==> config.mk <==
export PLATFORM = sky130hd
export DESIGN_NAME = ptw_ctrl
export DESIGN_NICKNAME = d
export VERILOG_FILES = /design/src/ptw_pkg.sv /design/src/ptw_ctrl.sv
export SDC_FILE = /design/constraint.sdc
export NUM_CORES = 1
export LEC_CHECK = 0
export BUFFER_PORTS_ARGS = -buffer_cell sky130_fd_sc_hd__buf_2
export CAP_MARGIN = 20
export CORE_AREA = 3 3 40 42
export CTS_CLUSTER_DIAMETER = 150
export DETAILED_ROUTE_END_ITERATION = 10
export DIE_AREA = 0 0 43 45
export PLACE_DENSITY = 0.41
export SLEW_MARGIN = 40
export SYNTH_ARGS = -nofsm -noshare
export SYNTH_HDL_FRONTEND = slang
export SYNTH_SLANG_ARGS = --single-unit
==> constraint.sdc <==
create_clock -name clk -period 2.15 [get_ports clk]
set_clock_uncertainty 0.1 [all_clocks]
set_input_delay 0.1075 -clock clk [delete_from_list [all_inputs] [get_ports clk]]
set_output_delay 0.1075 -clock clk [all_outputs]
set_load 0.01 [all_outputs]
==> src/ptw_pkg.sv <==
// Shared types, constants and helpers for the page table walker.
package ptw_pkg;

  localparam int FRAME_COUNT       = 64;
  localparam int ENTRIES_PER_FRAME = 512;
  localparam int MEM_WORDS         = FRAME_COUNT * ENTRIES_PER_FRAME;
  localparam int FRAME_W           = $clog2(FRAME_COUNT);
  localparam int IDX_W             = $clog2(ENTRIES_PER_FRAME);
  localparam int ADDR_W            = $clog2(MEM_WORDS);
  localparam int LEVELS            = 4;
  localparam int LVL_W             = $clog2(LEVELS);

  // operation codes
  localparam logic [1:0] OP_WRITE = 2'd0;
  localparam logic [1:0] OP_DATA  = 2'd1;
  localparam logic [1:0] OP_EXEC  = 2'd2;
  localparam logic [1:0] OP_NOP   = 2'd3;

  // result status codes
  localparam logic [2:0] STS_OK          = 3'd0;
  localparam logic [2:0] STS_NOT_PRESENT = 3'd1;
  localparam logic [2:0] STS_USER_DENIED = 3'd2;
  localparam logic [2:0] STS_NO_EXEC     = 3'd3;
  localparam logic [2:0] STS_RANGE       = 3'd4;

  // entry bit positions
  localparam int PTE_PRESENT = 0;
  localparam int PTE_USER    = 2;
  localparam int PTE_NX      = 63;
  localparam int PTE_FRAME_LO = 12;
  localparam int PTE_FRAME_HI = 51;

  typedef enum logic [1:0] {
    S_CLEAR,
    S_IDLE,
    S_WALK,
    S_RESP
  } ptw_state_t;

  typedef struct packed {
    logic clr;        // write zero at clear pointer, advance
    logic accept;     // input transaction taken this cycle
    logic step;       // issue read for next level
    logic walk_load;  // capture walk result
    logic out_load;   // move result into output register
  } ptw_cmd_t;

  typedef struct packed {
    logic clr_last;
    logic start_walk;
    logic walk_end;
    logic out_free;
  } ptw_sts_t;

  // 9-bit table index of a virtual address for a given level (0 = top)
  function automatic logic [IDX_W-1:0] va_index(input logic [47:0] va,
                                                input logic [LVL_W-1:0] lvl);
    logic [IDX_W-1:0] idx;
    case (lvl)
      2'd0:    idx = va[47:39];
      2'd1:    idx = va[38:30];
      2'd2:    idx = va[29:21];
      default: idx = va[20:12];
    endcase
    return idx;
  endfunction

endpackage

==> src/ptw_ctrl.sv <==
// Walk sequencer: clear pass, accept, level stepping and result hand-off.
module ptw_ctrl (
  input  logic              clk,
  input  logic              rst_n,
  input  logic              in_valid,
  output logic              in_stall,
  input  ptw_pkg::ptw_sts_t sts,
  output ptw_pkg::ptw_cmd_t cmd
);

  ptw_pkg::ptw_state_t state_r, state_nxt;

  always_ff @(posedge clk) begin
    if (!rst_n) begin
      state_r <= ptw_pkg::S_CLEAR;
    end else begin
      state_r <= state_nxt;
    end
  end

  always_comb begin
    state_nxt = state_r;
    cmd       = '0;
    in_stall  = 1'b1;
    case (state_r)
      ptw_pkg::S_CLEAR: begin
        cmd.clr = 1'b1;
        if (sts.clr_last) state_nxt = ptw_pkg::S_IDLE;
      end
      ptw_pkg::S_IDLE: begin
        in_stall = 1'b0;
        if (in_valid) begin
          cmd.accept = 1'b1;
          state_nxt  = sts.start_walk ? ptw_pkg::S_WALK : ptw_pkg::S_RESP;
        end
      end
      ptw_pkg::S_WALK: begin
        if (sts.walk_end) begin
          cmd.walk_load = 1'b1;
          state_nxt     = ptw_pkg::S_RESP;
        end else begin
          cmd.step = 1'b1;
        end
      end
      ptw_pkg::S_RESP: begin
        if (sts.out_free) begin
          cmd.out_load = 1'b1;
          state_nxt    = ptw_pkg::S_IDLE;
        end
      end
      default: state_nxt = ptw_pkg::S_CLEAR;
    endcase
  end

endmodule

==> impl_results.md, run 1 <==
* Outcome: complete, no violations
* Routed Antenna Nets at 0
* Critical Setup Path Class: flop to flop
* Regs by FF count: state_r: 2 flops
* Register bit total from synthesis at 2
* Part of the Yosys area used for sequential elements at roughly 17%
* Data required, critical path at 2200 ps
* Diode count at 0
* Critical path arrival at 1600 ps
* Starting Density at between 10% and 20%
* Drt first-iter violations at 2
* Mapped Nets at 36
* # clock sinks at 2
* Distinct cell type count after synthesis at 12
* Crit. End Element: flop
* Post-synth ARST share at 0%
* Worst slack at placement at between 500 and 600 ps
* Vias at 200
* CP Capture Point: state_r[1]
* Total gr overflow at 0
* Critical path buffers and inverters at 1
* Period minus WS final at 1546 ps
* Vias in the first global route at 195
* Non-filler cells, final at 55
* Top cell type's share of synthesized area at 21.39%
* Worst setup SP type: flop
* Post CTS Setup Buffer Count at 0
* Post-Synthesis Cell Area at 234.0 um^2
* Total CTS buffers at 3
* YS warnings at 0
* Post-DP HPWL at 370 um
* Die height at about 45 um
* 1st-pass router iterations at 3
* Critical Path Start: state_r[0]
* CP Max Fanout at 4
* Slew Viols, Final at 0
* Antenna violations before repair at 0
* # placed instances at 52
* CP Depth at 5
* CP max stage cell: dfxtp_1
* Reg-to-reg endpoint: state_r[1]
* Reg clk slew, reported paths at approximately 30 ps
* Placed cell area at 312.8 um^2
* Cells after Synth at 25
* Clk_lat worst skew at 220 ps
* MaxCap Viol Count at 0
* Area leader, netlist: ha_1
* Critical-path cell list: inv_1 -> ha_1 -> nor2b_4 -> nor4_4 -> mux2i_1
* Via density at around 3.6
* Clk buf depth at 2
* RSZ-0062 raised after global routing: no
* Root Buffer: clkbuf_4
* TritonCTS clock tree: yes
* GPL Wtd Cong at around 0.64
* Share of cells above drive strength 1 at approximately 50%
* Final #Nets at 53
* Final hold slack at 66.29 ps
* Syn_area_per_cell at 9.359 um^2
* Largest net degree at the start of global routing at 5
* I/O pin count at 13
* Rel. slew slack at around 81%
* P_leak at 0.1708 nW
* Post-cts sizing count at 0
* Port Buf Inserts at 12
* Area Growth Syn to Fin at 43.32%
* Die Area at between 1500 and 2000 um^2
* Row count at 13
* Worst-Margin Slew at ~290 ps
* Drt total wl at between 400 and 500 um
* Finished Cell Area at 335.3 um^2
* Max Fclk at 0.6467 GHz
* Crit-path leading delay family: simple AND/OR/NAND/NOR gates
* Final setup fails at 0
* Final Hold Viols at 0
* Ranking of synthesized cells by area: ha_1 21%, dfxtp_1 17%, nor2b_4 12%
* Reg2reg start: state_r[0]
* Max reg flops at 2
* Synth Flop Type: dfxtp_1
* Most flop-heavy register: state_r
* Worst r2r path cells at 5
* Peak supply drop at 0.4195 mV
* Critical path's largest stage delay at 370 ps
* HP Class: input port to flop
* Top-count cell post-synth: ha_1
* EDFF count, synth at 0
* Hold buffer count at cts at 0
* PwrDens at 1256 nW/um^2
* Core area at 1285 um^2
* Global-route usage over all layers at between 6 and 7%
* First-pass GRT wire length at 807 um
* Final Cycle Share at 71.92%
* Fin Setup TNS at 0 ps
* H-tree levels at 1
* # DRC at 0
* Drt wl/cell at 8.164 um
* Final Worst Setup Slack at between 600 and 700 ps
* R2R setup slack at 600 ps
* Die W at 43 um
* Commonest cells post-synth: 4 x ha_1, 3 x inv_1, 3 x nand2_1, 3 x nor2b_1
-- layout make-up --
| cell class | instances | area, um^2 |
|---|---|---|
| clock buffer | 3 | 22.52 |
| fill | 143 | 949.7 |
| multi-input combinational | 20 | 182.7 |
| timing repair buffer | 12 | 60.06 |
| inverter | 3 | 11.26 |
| tap | 15 | 18.77 |
| sequential | 2 | 40.04 |
-- per-layer routing --
layer / vias up / track usage (%) / wire, um
met2: 9 / 7.784 / 193
li1: 108 / - / -
met3: 0 / 3.586 / 38
met5: - / 0 / 0
met4: 0 / 5.422 / 0
met1: 83 / 7.416 / 217
-- layout by cell type (no fill, tap or decap) --
cell      synthesis  final
nor4_4            1      1
nand2b_2          1      1
o21ai_0           1      1
ha_1              4      4
dfxtp_1           2      2
and2_1            2      2
nor2b_1           3      3
clkbuf_4          0      3
nor2b_4           2      2
mux2i_1           2      2
nand2_1           3      3
inv_1             3      3
buf_2             0     12
and2_2            1      1
-- worst min-delay path, stage by stage --
cell and delay, ps:
buf_2 110, nand2_1 60, mux2i_1 50
-- report_power, final --
| group | leakage, nW | total [mW] | internal, mW | switching, mW |
|---|---|---|---|---|
| logic | 0.140 | 0.264 | 0.139 | 0.125 |
| clock network | 0.0138 | 0.0821 | 0.0615 | 0.0206 |
| registers | 0.0166 | 0.0751 | 0.0560 | 0.0191 |
| total | 0.171 | 0.421 | 0.256 | 0.165 |
-- kinds of logic (layout without fill, tap and decap cells) --
family | after synthesis | in the layout | share of synthesized area [%]
multiplexers | 2 | 2 | 8.556
buffers and inverters | 3 | 18 | 4.812
AND/OR/NAND/NOR | 13 | 13 | 45.99
AO/OA/AOI/OAI | 1 | 1 | 2.137
adder cells (fa/ha/maj) | 4 | 4 | 21.39
flip-flops | 2 | 2 | 17.11
-- per-stage QoR --
| stage | power (mW) | utilization [%] |
|---|---|---|
| final | 0.4212 | 26.10 |
| after global routing | 0.4784 | 26.10 |
| after CTS | 0.4327 | 26.10 |
| after detailed placement | 0.3431 | 24.34 |
| after global placement | 0.3478 | 24.34 |
| after floorplan | 0.2714 | - |
-- how the worst min path moves through the flow --
| stage | slack (ps) | from | depth (start not counted) | end |
|---|---|---|---|---|
| 2_1_floorplan | 140 | sts[1] | 1 | cmd[2] |
| 3_3_place_gp | 300 | rst_n | 3 | state_r[1] |
| 3_5_place_dp | 300 | rst_n | 3 | state_r[0] |
| 4_1_cts | 60 | rst_n | 3 | state_r[0] |
| 5_1_grt | 60 | rst_n | 3 | state_r[1] |
| 6_report | 70 | rst_n | 3 | state_r[0] |
Note: power is estimated with default switching activity, not from simulation.
==> run 2: changes to the inputs <==
Clock period 2.15 ns to 1.49 ns, I/O delays scaled along.
==> impl_results.md, run 2 (synthesized netlist as in run 1, its figures left out) <==
* Final #Nets at 56 (+5.7%)
* # DRC at 0 (unchanged)
* Clk_lat worst skew at 220 ps (about the same)
* Antenna violations before repair at 0 (unchanged)
* 1st-pass router iterations at 2 (-1)
* Data required, critical path at 1530 ps (-670 ps)
* Via density at 3.621 (-0.43%)
* Worst-Margin Slew at 278.1 ps (-7.726 ps)
* Port Buf Inserts at 12 (unchanged)
* Global-route usage over all layers at 5.653% (-0.58 points)
* Hold buffer count at cts at 0 (unchanged)
* Hold Path Depth at 3 (unchanged)
* Comb pwr share at 64.6% (+1.9 points)
* Die Area at 1935 um^2 (unchanged)
* Most common cell after layout, fill and taps aside: buf_2
* MaxCap Viol Count at 0 (unchanged)
* Drt wl/cell at 8.052 um (-1.4%)
* # clock sinks at 2 (unchanged)
* Final setup fails at 0 (unchanged)
* Crit. End Element: flop
* H-tree levels at 1 (unchanged)
* Finished Cell Area at 391.6 um^2 (+17%)
* Reg power frac at 18.7% (+0.9 points)
* RSZ-0062 raised after global routing: yes
* Final Hold Viols at 0 (unchanged)
* Clock share of power at 16.7% (-2.8 points)
* Placed cell area at 335.3 um^2 (+7.2%)
* Critical Setup Path Class: flop to flop
* Reg clk slew, reported paths at 30 ps (about the same)
* Regs by FF count: state_r: 2 flops
* Core area at 1285 um^2 (unchanged)
* Share of cells above drive strength 1 at 69.77% (+20 points)
* Worst setup SP type: flop
* Most flop-heavy register: state_r
* Worst r2r path cells at 5 (unchanged)
* Switching share of power at 37.35% (-1.8 points)
* Die W at 43 um (unchanged)
* Period minus WS final at 1422 ps (-124.2 ps)
* Cell-internal power at 0.4343 mW (+69%)
* Total chip power at 0.6932 mW (+65%)
* Rel. slew slack at 81.32% (+0.52 points)
* Total CTS buffers at 3 (unchanged)
* CP Max Fanout at 4 (unchanged)
* Vias at 210 (+5.0%)
* Post CTS Setup Buffer Count at 0 (unchanged)
* Area Growth Syn to Fin at 67.38%
* Critical path arrival at 1460 ps (-140 ps)
* Starting Density at 18.21% (unchanged)
* I/O pin count at 13 (unchanged)
* Peak supply drop at 0.8734 mV (+110%)
* Max reg flops at 2 (unchanged)
* Post-layout util at 30.48% (+4.4 points)
* Post-DP HPWL at 402.7 um (+8.8%)
* P_leak at 0.1842 nW (+7.8%)
* Diode count at 0 (unchanged)
* Max Fclk at 0.7032 GHz (+8.7%)
* Largest net degree at the start of global routing at 5 (unchanged)
* PwrDens at 1770 nW/um^2 (+41%)
* Worst slack at placement at -11.33 ps (-600.7 ps)
* Vias in the first global route at 212 (+8.7%)
* Leading cell types in the layout, fill and taps excluded: 12 x buf_2, 3 x nor2b_4, 3 x nand2_1, 3 x clkbuf_4
* Clk buf depth at 2 (unchanged)
* Final Worst Setup Slack at 67.89 ps (-535.8 ps)
* Slew Viols, Final at 0 (unchanged)
* Routed Antenna Nets at 0 (unchanged)
* First-pass GRT wire length at 841 um (+4.2%)
* Outcome: complete, no violations
* Drt first-iter violations at 1 (-1)
* HP Class: input port to flop
* Row count at 13 (unchanged)
* Drt total wl at 467 um (+4.0%)
* Die height at 45 um (unchanged)
* NetSw at 0.2589 mW (+57%)
* Final Cycle Share at 95.44% (+24 points)
* Total gr overflow at 0 (unchanged)
* TritonCTS clock tree: yes
* Final hold slack at 32.87 ps (-33.41 ps)
* GPL Wtd Cong at 0.6373 (-0.99%)
* Root Buffer: clkbuf_4
==> run 2: changes by cell type in the layout (fill, tap and decap cells not counted), sizes merged <==
cell  previous run  this run
buf             12        15
==> run 2: power groups by stage <==
stage          Combinational, mW  Sequential [mW]  Clock [mW]
3_5_place_dp               0.434            0.107           0
5_1_grt                    0.517            0.135       0.125
6_report                   0.448            0.129       0.116
2_1_floorplan              0.289            0.102           0
4_1_cts                    0.444            0.112       0.121
3_3_place_gp               0.441            0.108           0
==> run 2: path summary, 6_finish.rpt <==
path	from	to	slack, ps
worst max-delay path	state_r[1]	state_r[1]	70
worst min-delay path	rst_n	state_r[1]	30
worst max register to register	state_r[1]	state_r[1]	70
worst min register to register	state_r[1]	state_r[1]	410
==> run 2: critical path: stages, from the launching register on <==
cell and delay [ps]:
dfxtp_4 370, inv_2 40, ha_2 160, nor2b_4 130
nor4_4 330, mux2i_1 210
==> run 2: final cells by class <==
type / count / area, um^2
clock buffer: 3 / 22.52
sequential: 2 / 45.04
tap: 15 / 18.77
inverter: 3 / 11.26
timing repair buffer: 15 / 86.33
multi-input combinational: 20 / 207.7
fill: 148 / 893.4
==> run 2: metrics by stage <==
stage / TNS, ps / cells
6_report: 0 / 58
5_1_grt: -71.69 / 58
4_1_cts: 0 / 58
3_5_place_dp: -19.07 / 55
3_3_place_gp: -41.47 / 55
2_1_floorplan: 0 / 25
==> run 2: metal layers <==
| layer | up-vias | global-route usage, % | wire length (um) |
|---|---|---|---|
| met5 | - | 0 | 0 |
| met4 | 0 | 0 | 0 |
| met3 | 0 | 3.586 | 44 |
| met2 | 7 | 7.784 | 191 |
| met1 | 89 | 7.914 | 231 |
| li1 | 114 | - | - |
==> run 2: repair_timing <==
| action | CTS | global route |
|---|---|---|
| endpoints found under the setup margin | 2 | 3 |
| pin swaps | 1 | 1 |
| gates resized for setup | 4 | 7 |
